$ cat src/sv/fntp_pkg.sv
// ----------------------------------------------------------------------------
// fntp_pkg
// Types, character codes and digit decoding shared by the number word parser.
// ----------------------------------------------------------------------------
package fntp_pkg;

   localparam logic [7:0] CH_QUOTE  = 8'd39;
   localparam logic [7:0] CH_PCT    = 8'd37;
   localparam logic [7:0] CH_HASH   = 8'd35;
   localparam logic [7:0] CH_DOLLAR = 8'd36;
   localparam logic [7:0] CH_MINUS  = 8'd45;
   localparam logic [7:0] CASE_FOLD = 8'd32;

   localparam int unsigned BASE_BITS = 6;
   localparam logic [BASE_BITS-1:0] BASE_RESET = 6'd10;
   localparam logic [BASE_BITS-1:0] BASE_BIN   = 6'd2;
   localparam logic [BASE_BITS-1:0] BASE_DEC   = 6'd10;
   localparam logic [BASE_BITS-1:0] BASE_HEX   = 6'd16;

   localparam logic [2:0] PH_START  = 3'd0;
   localparam logic [2:0] PH_BIN    = 3'd1;
   localparam logic [2:0] PH_DEC    = 3'd2;
   localparam logic [2:0] PH_HEX    = 3'd3;
   localparam logic [2:0] PH_DIGITS = 3'd4;

   localparam logic [2:0] POS_SAT = 3'd7;

   typedef struct packed {
      logic [2:0]           char_position;
      logic [2:0]           prefix_phase;
      logic [BASE_BITS-1:0] active_base;
      logic                 negative_flag;
      logic                 failed_flag;
      logic [7:0]           literal_char;
      logic                 literal_candidate;
   } word_state_type;

   typedef struct packed {
      logic                 is_digit;
      logic [BASE_BITS-1:0] value;
   } digit_type;

   localparam word_state_type WORD_CLEAR = '{
      char_position:     3'd0,
      prefix_phase:      PH_START,
      active_base:       BASE_RESET,
      negative_flag:     1'b0,
      failed_flag:       1'b0,
      literal_char:      8'd0,
      literal_candidate: 1'b0
   };

   // Letters fold to upper case, so 'a'..'z' and 'A'..'Z' both give 10..35.
   function automatic digit_type digit_decode(input logic [7:0] c);
      digit_type  d;
      logic [7:0] u;
      d.is_digit = 1'b0;
      d.value    = '0;
      u = (c >= 8'd97 && c <= 8'd122) ? c - CASE_FOLD : c;
      if (c >= 8'd48 && c <= 8'd57) begin
         d.is_digit = 1'b1;
         d.value    = BASE_BITS'(c - 8'd48);
      end else if (u >= 8'd65 && u <= 8'd90) begin
         d.is_digit = 1'b1;
         d.value    = BASE_BITS'(u - 8'd55);
      end
      return d;
   endfunction

endpackage

$ cat src/sv/fntp_req_if.sv
// ----------------------------------------------------------------------------
// fntp_req_if
// Character channel: one byte of a word per beat, with a flag on the last.
// ----------------------------------------------------------------------------
interface fntp_req_if;
   logic       valid;
   logic       ready;
   logic [7:0] ch;
   logic       last;

   modport source (output valid, output ch, output last, input ready);
   modport sink   (input valid, input ch, input last, output ready);
endinterface

$ cat src/sv/fntp_rsp_if.sv
// ----------------------------------------------------------------------------
// fntp_rsp_if
// Result channel: one beat per word, a validity flag and the parsed value.
// ----------------------------------------------------------------------------
interface fntp_rsp_if;
   logic               valid;
   logic               ready;
   logic               valid_res;
   logic signed [31:0] value;

   modport source (output valid, output valid_res, output value, input ready);
   modport sink   (input valid, input valid_res, input value, output ready);
endinterface

$ cat src/sv/fntp_csr_if.sv
// ----------------------------------------------------------------------------
// fntp_csr_if
// Register write channel carrying the default number base.
// ----------------------------------------------------------------------------
interface fntp_csr_if;
   logic       valid;
   logic       ready;
   logic [5:0] data;

   modport source (output valid, output data, input ready);
   modport sink   (input valid, input data, output ready);
endinterface

$ cat src/sv/fntp_step.sv
// ----------------------------------------------------------------------------
// fntp_step
// Next-state and result logic for one character of a number word.
// ----------------------------------------------------------------------------
module fntp_step #(
   parameter int unsigned CELL_BITS = 32
) (
   input  fntp_pkg::word_state_type   st,
   input  logic [CELL_BITS-1:0]       acc,
   input  logic [5:0]                 default_base,
   input  logic [7:0]                 ch,
   input  logic                       last,
   output fntp_pkg::word_state_type   st_next,
   output logic [CELL_BITS-1:0]       acc_next,
   output logic                       valid_res,
   output logic signed [31:0]         value
);
   import fntp_pkg::*;

   word_state_type               upd;
   logic [CELL_BITS-1:0]         acc_upd;
   logic [BASE_BITS-1:0]         base_cur;
   digit_type                    dig;
   logic [CELL_BITS-1:0]         product;
   logic signed [CELL_BITS-1:0]  num_cell;

   assign base_cur = (st.char_position == 3'd0) ? default_base : st.active_base;
   assign dig      = digit_decode(ch);
   assign product  = CELL_BITS'(acc * CELL_BITS'(base_cur));

   always_comb begin
      upd = st;
      acc_upd = acc;
      upd.active_base = base_cur;

      case (st.char_position)
         3'd0: upd.literal_candidate = (ch == CH_QUOTE);
         3'd1: upd.literal_char = ch;
         3'd2: upd.literal_candidate = st.literal_candidate && (ch == CH_QUOTE);
         default: upd.literal_candidate = 1'b0;
      endcase

      if (!st.failed_flag) begin
         if (st.prefix_phase == PH_START && ch == CH_PCT) begin
            upd.active_base  = BASE_BIN;
            upd.prefix_phase = PH_BIN;
         end else if (st.prefix_phase <= PH_BIN && ch == CH_HASH) begin
            upd.active_base  = BASE_DEC;
            upd.prefix_phase = PH_DEC;
         end else if (st.prefix_phase <= PH_DEC && ch == CH_DOLLAR) begin
            upd.active_base  = BASE_HEX;
            upd.prefix_phase = PH_HEX;
         end else if (st.prefix_phase < PH_DIGITS && ch == CH_MINUS
                      && base_cur == BASE_DEC) begin
            // A sign is only taken straight after the prefixes, in base ten.
            upd.prefix_phase  = PH_DIGITS;
            upd.negative_flag = 1'b1;
         end else begin
            upd.prefix_phase = PH_DIGITS;
            if (!dig.is_digit || dig.value >= base_cur) begin
               upd.failed_flag = 1'b1;
            end else begin
               acc_upd = product + CELL_BITS'(dig.value);
            end
         end
      end

      if (st.char_position != POS_SAT) begin
         upd.char_position = st.char_position + 3'd1;
      end
   end

   assign num_cell = upd.negative_flag ? -acc_upd : acc_upd;

   always_comb begin
      valid_res = 1'b0;
      value     = '0;
      if (st.char_position == 3'd2 && upd.literal_candidate) begin
         valid_res = 1'b1;
         value     = 32'(signed'(st.literal_char));
      end else if (!upd.failed_flag) begin
         valid_res = 1'b1;
         value     = 32'(num_cell);
      end
   end

   // The word ends on the last beat, so the next word starts from a clean state.
   always_comb begin
      if (last) begin
         st_next = WORD_CLEAR;
         st_next.active_base = default_base;
         acc_next = '0;
      end else begin
         st_next  = upd;
         acc_next = acc_upd;
      end
   end

endmodule

$ cat src/sv/forth_number_token_parser_unit.sv
// ----------------------------------------------------------------------------
// forth_number_token_parser_unit
// Recognises a Forth number word from its characters and returns its value.
// ----------------------------------------------------------------------------
// Characters of one word arrive on req_bus, one byte per beat, with last set
// on the final byte. Every word gives exactly one beat on rsp_bus after its
// last character: valid_res says whether the word is a number, value holds
// the parsed cell (sign-extended or cut to 32 bits), or zero if not.
// csr_bus writes the default base; it is always ready and should only be
// written between words.
// One character is taken every cycle while req_ready is high. A beat is
// captured in the input register; from there the multiply-add by the base
// and the prefix checks update the word state and, on a last beat, load the
// result register. When the receiver stalls, the result is held and the
// character behind it in the input register waits only if it is itself a
// last beat; req_ready drops while that holds. Synchronous reset empties
// both registers, clears the word state and sets the default base to ten.
// ----------------------------------------------------------------------------
module forth_number_token_parser_unit #(
   parameter int unsigned CELL_BITS = 32
) (
   input  logic        clock,
   input  logic        reset,
   fntp_req_if.sink    req_bus,
   fntp_rsp_if.source  rsp_bus,
   fntp_csr_if.sink    csr_bus
);
   import fntp_pkg::*;

   logic                       in_valid_ff, in_valid_in;
   logic [7:0]                 in_ch_ff;
   logic                       in_last_ff;
   word_state_type             st_ff, st_in;
   logic [CELL_BITS-1:0]       acc_ff, acc_in;
   logic [BASE_BITS-1:0]       default_base_ff;
   logic                       out_valid_ff, out_valid_in;
   logic                       out_valid_res_ff;
   logic signed [31:0]         out_value_ff;
   logic                       step_valid_res;
   logic signed [31:0]         step_value;
   logic                       proceed;
   logic                       req_take;

   // A character with no result never waits for the output side.
   assign proceed  = in_valid_ff && (!in_last_ff || !out_valid_ff || rsp_bus.ready);
   assign req_take = req_bus.valid && req_bus.ready;

   assign req_bus.ready = !in_valid_ff || proceed;
   assign csr_bus.ready = 1'b1;

   assign rsp_bus.valid     = out_valid_ff;
   assign rsp_bus.valid_res = out_valid_res_ff;
   assign rsp_bus.value     = out_value_ff;

   fntp_step #(
      .CELL_BITS (CELL_BITS)
   ) u_step (
      .st           (st_ff),
      .acc          (acc_ff),
      .default_base (default_base_ff),
      .ch           (in_ch_ff),
      .last         (in_last_ff),
      .st_next      (st_in),
      .acc_next     (acc_in),
      .valid_res    (step_valid_res),
      .value        (step_value)
   );

   always_comb begin
      in_valid_in = in_valid_ff;
      if (req_bus.ready) begin
         in_valid_in = req_bus.valid;
      end
   end

   always_comb begin
      out_valid_in = out_valid_ff;
      if (proceed && in_last_ff) begin
         out_valid_in = 1'b1;
      end else if (rsp_bus.ready) begin
         out_valid_in = 1'b0;
      end
   end

   always_ff @(posedge clock) begin
      if (reset) begin
         in_valid_ff     <= 1'b0;
         out_valid_ff    <= 1'b0;
         st_ff           <= WORD_CLEAR;
         acc_ff          <= '0;
         default_base_ff <= BASE_RESET;
      end else begin
         in_valid_ff  <= in_valid_in;
         out_valid_ff <= out_valid_in;
         if (proceed) begin
            st_ff  <= st_in;
            acc_ff <= acc_in;
         end
         if (csr_bus.valid) begin
            default_base_ff <= csr_bus.data;
         end
      end
   end

   always_ff @(posedge clock) begin
      if (req_take) begin
         in_ch_ff   <= req_bus.ch;
         in_last_ff <= req_bus.last;
      end
      if (proceed && in_last_ff) begin
         out_valid_res_ff <= step_valid_res;
         out_value_ff     <= step_value;
      end
   end

endmodule

$ cat src/flat_wrapper.sv
// flat-port wrapper written by rule: the top's interface ports become plain ports
module forth_number_token_parser_unit_flat import fntp_pkg::*;
#(
   parameter int unsigned CELL_BITS = 32
)
  (clock, reset, req_bus_valid, req_bus_ch, req_bus_last, req_bus_ready, rsp_bus_valid, rsp_bus_valid_res, rsp_bus_value, rsp_bus_ready, csr_bus_valid, csr_bus_data, csr_bus_ready);
  fntp_req_if req_bus_i ();
  fntp_rsp_if rsp_bus_i ();
  fntp_csr_if csr_bus_i ();
  input  logic clock;
  input  logic reset;
  input wire logic [$bits(req_bus_i.valid)-1:0] req_bus_valid;
  input wire logic [$bits(req_bus_i.ch)-1:0] req_bus_ch;
  input wire logic [$bits(req_bus_i.last)-1:0] req_bus_last;
  output wire logic [$bits(req_bus_i.ready)-1:0] req_bus_ready;
  output wire logic [$bits(rsp_bus_i.valid)-1:0] rsp_bus_valid;
  output wire logic [$bits(rsp_bus_i.valid_res)-1:0] rsp_bus_valid_res;
  output wire logic [$bits(rsp_bus_i.value)-1:0] rsp_bus_value;
  input wire logic [$bits(rsp_bus_i.ready)-1:0] rsp_bus_ready;
  input wire logic [$bits(csr_bus_i.valid)-1:0] csr_bus_valid;
  input wire logic [$bits(csr_bus_i.data)-1:0] csr_bus_data;
  output wire logic [$bits(csr_bus_i.ready)-1:0] csr_bus_ready;
  assign req_bus_i.valid = req_bus_valid;
  assign req_bus_i.ch = req_bus_ch;
  assign req_bus_i.last = req_bus_last;
  assign req_bus_ready = req_bus_i.ready;
  assign rsp_bus_valid = rsp_bus_i.valid;
  assign rsp_bus_valid_res = rsp_bus_i.valid_res;
  assign rsp_bus_value = rsp_bus_i.value;
  assign rsp_bus_i.ready = rsp_bus_ready;
  assign csr_bus_i.valid = csr_bus_valid;
  assign csr_bus_i.data = csr_bus_data;
  assign csr_bus_ready = csr_bus_i.ready;
  forth_number_token_parser_unit #(.CELL_BITS(CELL_BITS)) u_core (.clock(clock), .reset(reset), .req_bus(req_bus_i), .rsp_bus(rsp_bus_i), .csr_bus(csr_bus_i));
endmodule
$ cat config.mk
export PLATFORM = sky130hd
export DESIGN_NAME = forth_number_token_parser_unit_flat
export DESIGN_NICKNAME = d
export VERILOG_FILES = /design/src/sv/fntp_pkg.sv /design/src/sv/fntp_req_if.sv /design/src/sv/fntp_rsp_if.sv /design/src/sv/fntp_csr_if.sv /design/src/sv/fntp_step.sv /design/src/sv/forth_number_token_parser_unit.sv /design/src/flat_wrapper.sv
export SDC_FILE = /design/constraint.sdc
export NUM_CORES = 1
export LEC_CHECK = 0
export BUFFER_PORTS_ARGS = -buffer_cell sky130_fd_sc_hd__buf_4
export CAP_MARGIN = 20
export CORE_MARGIN = 2
export CORE_UTILIZATION = 59
export CTS_BUF_LIST = sky130_fd_sc_hd__clkbuf_2
export CTS_CLUSTER_SIZE = 24
export DETAILED_ROUTE_END_ITERATION = 16
export PLACE_DENSITY = 0.77
export SLEW_MARGIN = 25
export SYNTH_ARGS = -nofsm -noshare
export SYNTH_HDL_FRONTEND = slang
export SYNTH_SLANG_ARGS = --single-unit
$ cat constraint.sdc
create_clock -name clock -period 15.5 [get_ports clock]
set_input_delay 1.55 -clock clock [delete_from_list [all_inputs] [get_ports clock]]
set_output_delay 1.55 -clock clock [all_outputs]
set_load 0.01 [all_outputs]
---- Yosys cells after proc, flatten, opt, wreduce, memory -nomap -nowiden ----
Cells that the tools add are included.
storage, ports and cells
  flip-flop bits (word level) ............. 105
  bits of input ports ..................... 20
  output and inout bits ................... 36
  logic and storage cells ................. 103
cells by class
  add/subtract/negate cells ............... 6
  $mul .................................... 1
  $lt $le $gt $ge ......................... 10
  eq/ne operators ......................... 10
  mux-type cells .......................... 32
  reduce and logical (&&, ||, !) cells .... 29
operators by type and width
  cell                                                               count
  two-way mux 32 bit                                                 10
  == test 8 x 6 -> 1 bit, second input constant                      5
  adder 32 x 6 -> 32 bit                                             1
  multiplier 32 x 6 -> 32 bit                                        1
  negation 32 bit                                                    1
  two-way mux 23 bit                                                 1
  two-way mux 9 bit                                                  2
  greater-or-equal comparator 8 x 7 -> 1 bit, second input constant  2
  less-or-equal comparator 8 x 7 -> 1 bit, second input constant     2
  two-way mux 8 bit                                                  2
  two-way mux 7 bit                                                  2
  logical AND 1 bit                                                  13
  two-way mux 6 bit                                                  2
  subtractor 6 bit, second input constant                            2
  two-way mux 11 bit                                                 1
  greater-or-equal comparator 8 x 6 -> 1 bit, second input constant  1
  less-or-equal comparator 8 x 6 -> 1 bit, second input constant     1
  subtractor 8 x 6 -> 8 bit, second input constant                   1
  == test 6 x 4 -> 1 bit, second input constant                      1
  greater-or-equal comparator 6 bit                                  1
  logical NOT 3 bit                                                  2
  two-way mux 1 bit                                                  6
  two-way mux 2 bit                                                  3
  two-way mux 3 bit                                                  2
  other kinds (13)                                                   23

---- Longest topological paths before layout ----
  word-level depth ........................ 19
  depth in mapped cells ................... 28
  depth with buffers taken out ............ 25

---- Hierarchy ----
From an unflattened synthesis, not the netlist that was laid out.
unflattened totals
  cells, all modules ...................... 1591
  area total of the unflattened synthesis .. 13244.0 µm²
by module, submodules not included
  module                          times used  cells an instance  area an instance (µm²)  seq. area each (µm²)
  fntp_step                       1           1278               9201.3                  0.0
  forth_number_token_parser_unit  1           313                4042.6                  2522.4

---- Least setup slack after synthesis ----
No wires, ideal clock.
  path kind ............................... register to register
  from .................................... register u_core.st_ff[20] (netlist bit)
  to ...................................... register u_core.out_value_ff[27], in the netlist u_core.rsp_bus.value[27] (data pin)
  library setup time ...................... 272 ps
  data arrival time ....................... 6475 ps
  required time ........................... 15228 ps
  setup slack ............................. 8753 ps
  cell stages (with the launch flop) ...... 27
  buffers on the path ..................... 4
  period minus slack after synthesis ...... 6747 ps
  path through ............................ dfxtp_1 > inv_1 > ha_1 > nor2b_1 > buf_2 > mux2_2 > clkbuf_1 > buf_1 > nand2_1 > fa_1 > inv_1 > fa_1 > fa_1 > ha_1 > ha_1 > clkbuf_1 > nand2_1 > o21ai_0 > a211oi_1 > o21a_1 > o211ai_1 > or4b_4 > o2bb2ai_1 > and4b_1 > and2b_1 > mux2i_1 > nand3_1
on the way
  longest elaborated chain between the ends .. 14
  elaborated cells between the ends (all ways) .. 29
  those cells by class .................... add/sub (2); mul (1); order compare (1); eq/ne (3); mux (18); reduce/logical (4)
ends and longest elaborated chain
  element                                                                           line                                   RTL
  start: declaration                                                                forth_number_token_parser_unit.sv:33   word_state_type st_ff, st_in;
  start signal: assignment                                                          forth_number_token_parser_unit.sv:96   st_ff <= st_in;
  logical NOT 3 bit                                                                 fntp_step.sv:27, fntp_step.sv:36
  two-way mux 6 bit                                                                 fntp_step.sv:27                        assign base_cur = (st.char_position == 3'd0) ? default_base : st.active_base;
  multiplier 32 x 6 -> 32 bit or greater-or-equal comparator 6 bit (tied branches)  fntp_step.sv:29, fntp_step.sv:60
  adder 32 x 6 -> 32 bit or logical OR 1 bit (tied branches)                        fntp_step.sv:63, fntp_step.sv:60
  two-way mux 32 bit                                                                fntp_step.sv:60                        if (!dig.is_digit || dig.value >= base_cur) begin
  two-way mux 32 bit                                                                fntp_step.sv:53                        end else if (st.prefix_phase < PH_DIGITS && ch == CH_MINUS
  two-way mux 32 bit                                                                fntp_step.sv:50                        end else if (st.prefix_phase <= PH_DEC && ch == CH_DOLLAR) begin
  two-way mux 32 bit                                                                fntp_step.sv:47                        end else if (st.prefix_phase <= PH_BIN && ch == CH_HASH) begin
  two-way mux 32 bit                                                                fntp_step.sv:44                        if (st.prefix_phase == PH_START && ch == CH_PCT) begin
  two-way mux 32 bit                                                                fntp_step.sv:43                        if (!st.failed_flag) begin
  negation 32 bit                                                                   fntp_step.sv:73                        assign num_cell = upd.negative_flag ? -acc_upd : acc_upd;
  two-way mux 32 bit                                                                fntp_step.sv:73
  two-way mux 32 bit                                                                fntp_step.sv:81                        end else if (!upd.failed_flag) begin
  two-way mux 32 bit *                                                              fntp_step.sv:78                        if (st.char_position == 3'd2 && upd.literal_candidate) begin
  named net u_core.step_value[27]                                                   forth_number_token_parser_unit.sv:40   logic signed [31:0] step_value;
  end signal: assignment                                                            forth_number_token_parser_unit.sv:112  out_value_ff <= step_value;
  end: declaration                                                                  forth_number_token_parser_unit.sv:38   logic signed [31:0] out_value_ff;
The timed path passes the listed nets; every way through them passes the cells marked *. The select of a mux whose other input is x is not followed.
A chain may end at the register's enable or synchronous reset.

---- Worst setup path in the final report ----
  from .................................... register u_core.st_ff[20] (netlist bit)
  to ...................................... register u_core.out_value_ff[31], in the netlist u_core.rsp_bus.value[31] (data pin)
The elaborated chain is that of the path after synthesis.

==> impl_results.md <==
- Status: completed
- Post-synth top flop: dfxtp_1
- Post-Place Cells: roughly 1700
- Vias in the first global route: ~10000
- Most common cell after layout, fill and taps aside: nand2_1
- Max Cap Viol: 0
- Final WL: ~31 mm
- Worst-Skew Late Latency: ~0.65 ns
- Die X: 147.2 um
- Chip height: 147.2 um
- IO Count: 56
- Delay-heaviest family, CP: adder cells
- Tightest Pin Transition: between 1 and 1.5 ns
- DRT antenna net count: 0
- Crit-path cells: inv_1 > ha_1 > nor2b_1 > mux2_2 > and2_1 > fa_1 > inv_1 > fa_1 > fa_1 > inv_1 > fa_1 > ha_1 > o211ai_1 > o211ai_1 > nand3_1 > and3_1 > nor4_1 > nor3_2 > o21ai_1 > nor4_1 > a31oi_1 > xnor2_1 > o21ai_1
- Routed wire per std cell: 17.91 um
- Most frequent cells in the layout: nand2_1 (233), inv_1 (145), nor2_1 (129)
- HPWL after DPL: around 23 mm
- Met2 wire length: 13.46 mm
- DIE AREA: 0.02167 mm2
- EDFF count, synth: 42
- Max transition margin: 0.2869
- Hold path depth: 2
- Tcrit/Tclk final: 0.5178
- Root buffer cell: clkbuf_2
- Htree depth: 3
- Final Setup Violations: 0
- Max Used Layer: met4
- Clk buf depth: 2
- Syn Area/Cell: 8.215 um2
- Post-synth ARST share: 0
- Crit path launch type: flip-flop
- Synth cell types: 85
- Total core area: 0.02017 mm2
- Clock transition at the registers of the reported paths: roughly 0.28 ns
- Worst r2r path cells: 23
- Drt pass-1 iters: 5
- CTS tree: done
- Global-route wire length before repair: 51.23 mm
- Yosys warns: 0
- Post_cts resized: 0
- Net Count, Synth: 1690
- Arr. time, crit path: 8.45 ns
- Required time worst endpoint: 15.92 ns
- Fmax: 0.1246 GHz
- Row count: 52
- Maximum fanout along the worst path: 31
- Flops & latches, synth: around 110
- Area grow syn2layout: 4.177%
- Setup CP Type: reg2reg
- DRT iter0 DRCs: ~840
- Gr ovfl total: 0
- Clock sink total: 105
- Critical Path End Type: flip-flop
- Pwr dens: 40.96 mW/mm2
- RSZ-0062 raised after global routing: no
- DRC errors left: 0
- # hold bufs at CTS: 0
- Setup Total Neg Slack: 0 ns
- Tmin final: 8.026 ns
- Worst Skew: 0.02567 ns
- Buffers and inverters on the worst path: 3
- GPL Wtd Cong: 0.8850
- Final Power: 0.5163 mW
- Initial Utilization: 0.5999
- Largest net degree at the start of global routing: 63
- Worst vdd ir: 37.10 uV
- PortBufs: 54
- Leak pwr: 5.666 nW
- Nets: 1665
- Synthesized area: 0.01210 mm2
- Fraction of layout cells with a size suffix above 1: 0.07639
- Critical Path Max Stage Delay: ~0.90 ns
- Seq/Total Area, Yosys: 0.2085
- Met3 WL post-DR: 3.041 mm
- Via/cell ratio: 6.072
- Non-Filler Instances: 1724
- Met1 wire length: 13.77 mm
- Slowest CP cell: nor4_1
- Final Slew Violations: 0
- Num CTS Buffers: 9
- Post-CTS Setup Inserts: 0
- Via count: 10468
- Initial antenna violation count: 1
- Crit path depth: 23
- Final hold vios: 0
- Most frequent cell on the critical path: fa_1
- Total global-route track usage: 0.2922
- HP Class: reg2reg
- Cell count after synthesis: approximately 1500
==> cells by family (layout without fill, tap and decap cells) <==
family | Yosys count | count (layout) | synth area share
simple gates | 525 | 525 | 0.2009
compound gates | 306 | 306 | 0.1639
xor+xnor | 64 | 64 | 0.04632
flops | 105 | 105 | 0.2085
buf+inv | 241 | 221 | 0.07755
fa+ha+maj | 197 | 197 | 0.2732
other cells | 1 | 2 | 0.0003099
mux | 34 | 34 | 0.02937
==> metrics by stage <==
step | util | setup WS (ns) | hold WS [ns] | cell area (um2)
3_5_place_dp | 0.6199 | 7.689 | 0.4883 | 12500
5_1_grt | 0.6250 | 7.162 | 0.5413 | 12610
6_report | 0.6250 | 7.475 | 0.5152 | 12610
2_1_floorplan | - | 8.753 | 0.4524 | 12100
4_1_cts | 0.6245 | 7.656 | 0.5125 | 12600
3_3_place_gp | 0.6199 | 7.806 | 0.4766 | 12500
==> synth_stat cells, types with 4 or more instances <==
cell	count	share of area
dfxtp_1	63	0.10
o21ai_0	58	0.024
a31oi_1	14	0.0072
a21oi_2	4	0.0029
edfxtp_1	42	0.10
nand2b_1	15	0.0078
mux2i_1	26	0.022
a21oi_1	84	0.035
o211ai_1	16	0.0099
o21ai_1	21	0.0087
nor2b_1	13	0.0067
a211oi_1	6	0.0037
nand2_1	233	0.072
ha_1	85	0.088
xor2_1	29	0.021
nand4_1	7	0.0036
xnor2_1	35	0.025
nand3_1	17	0.0070
o22ai_1	8	0.0041
mux2_2	6	0.0056
o31ai_1	7	0.0043
inv_1	145	0.045
nor3_1	27	0.011
or2_2	4	0.0021
a21o_1	10	0.0062
nor3b_1	6	0.0037
nor4_1	7	0.0036
nor2_1	129	0.040
buf_1	13	0.0040
and3b_1	4	0.0029
or3_1	7	0.0036
a22oi_1	24	0.015
clkbuf_1	70	0.022
fa_1	112	0.19
a211o_1	4	0.0029
and3_1	8	0.0041
o21a_1	5	0.0031
and2_1	24	0.012
a21boi_0	4	0.0025
buf_2	8	0.0033
==> per-layer routing <==
| layer | vias up | global-route usage |
|---|---|---|
| li1 | 4904 | - |
| met1 | 4988 | 0.4253 |
| met2 | 524 | 0.4414 |
| met3 | 52 | 0.05466 |
| met4 | 0 | 0.09615 |
| met5 | - | 0 |
==> worst paths after layout <==
check / endpoint / slack [ns] / start
worst max-delay path: u_core.rsp_bus.value[31] / 7.47 / u_core.st_ff[20]
worst min-delay path: u_core.st_ff[15] / 0.52 / u_core.st_ff[15]
worst max register to register: u_core.rsp_bus.value[31] / 7.47 / u_core.st_ff[20]
worst min register to register: u_core.st_ff[15] / 0.52 / u_core.st_ff[15]
==> cell type report <==
| type | instances | area, um2 |
|---|---|---|
| Multi-Input combinational cell | 1127 | 8656 |
| Fill cell | 1774 | 7564 |
| Sequential cell | 105 | 2522 |
| Inverter | 145 | 544.3 |
| Timing Repair Buffer | 60 | 450.4 |
| Tap cell | 270 | 337.8 |
| Clock inverter | 7 | 47.55 |
| Clock buffer | 9 | 45.04 |
| Antenna cell | 1 | 2.502 |
==> report_power, final <==
group	internal [mW]	switching, mW
combinational	0.0324	0.0666
sequential	0.292	0.00719
clock	0.0202	0.0977
==> sequential cells by signal (all words and copies together) (netlist names) <==
| register | flops |
|---|---|
| u_core.in_last_ff | 1 |
| u_core.rsp_bus.valid_res | 1 |
| u_core.acc_ff | 32 |
| u_core.st_ff | 23 |
| u_core.rsp_bus.valid | 1 |
| u_core.rsp_bus.value | 32 |
| u_core.in_ch_ff | 8 |
| u_core.in_valid_ff | 1 |
| u_core.default_base_ff | 6 |
==> worst min-delay path: stages (launching register included) <==
cell and delay, ns:
dfxtp_1 0.38, nand2_1 0.06, a31oi_1 0.07
(Power assumes the default switching activity.)
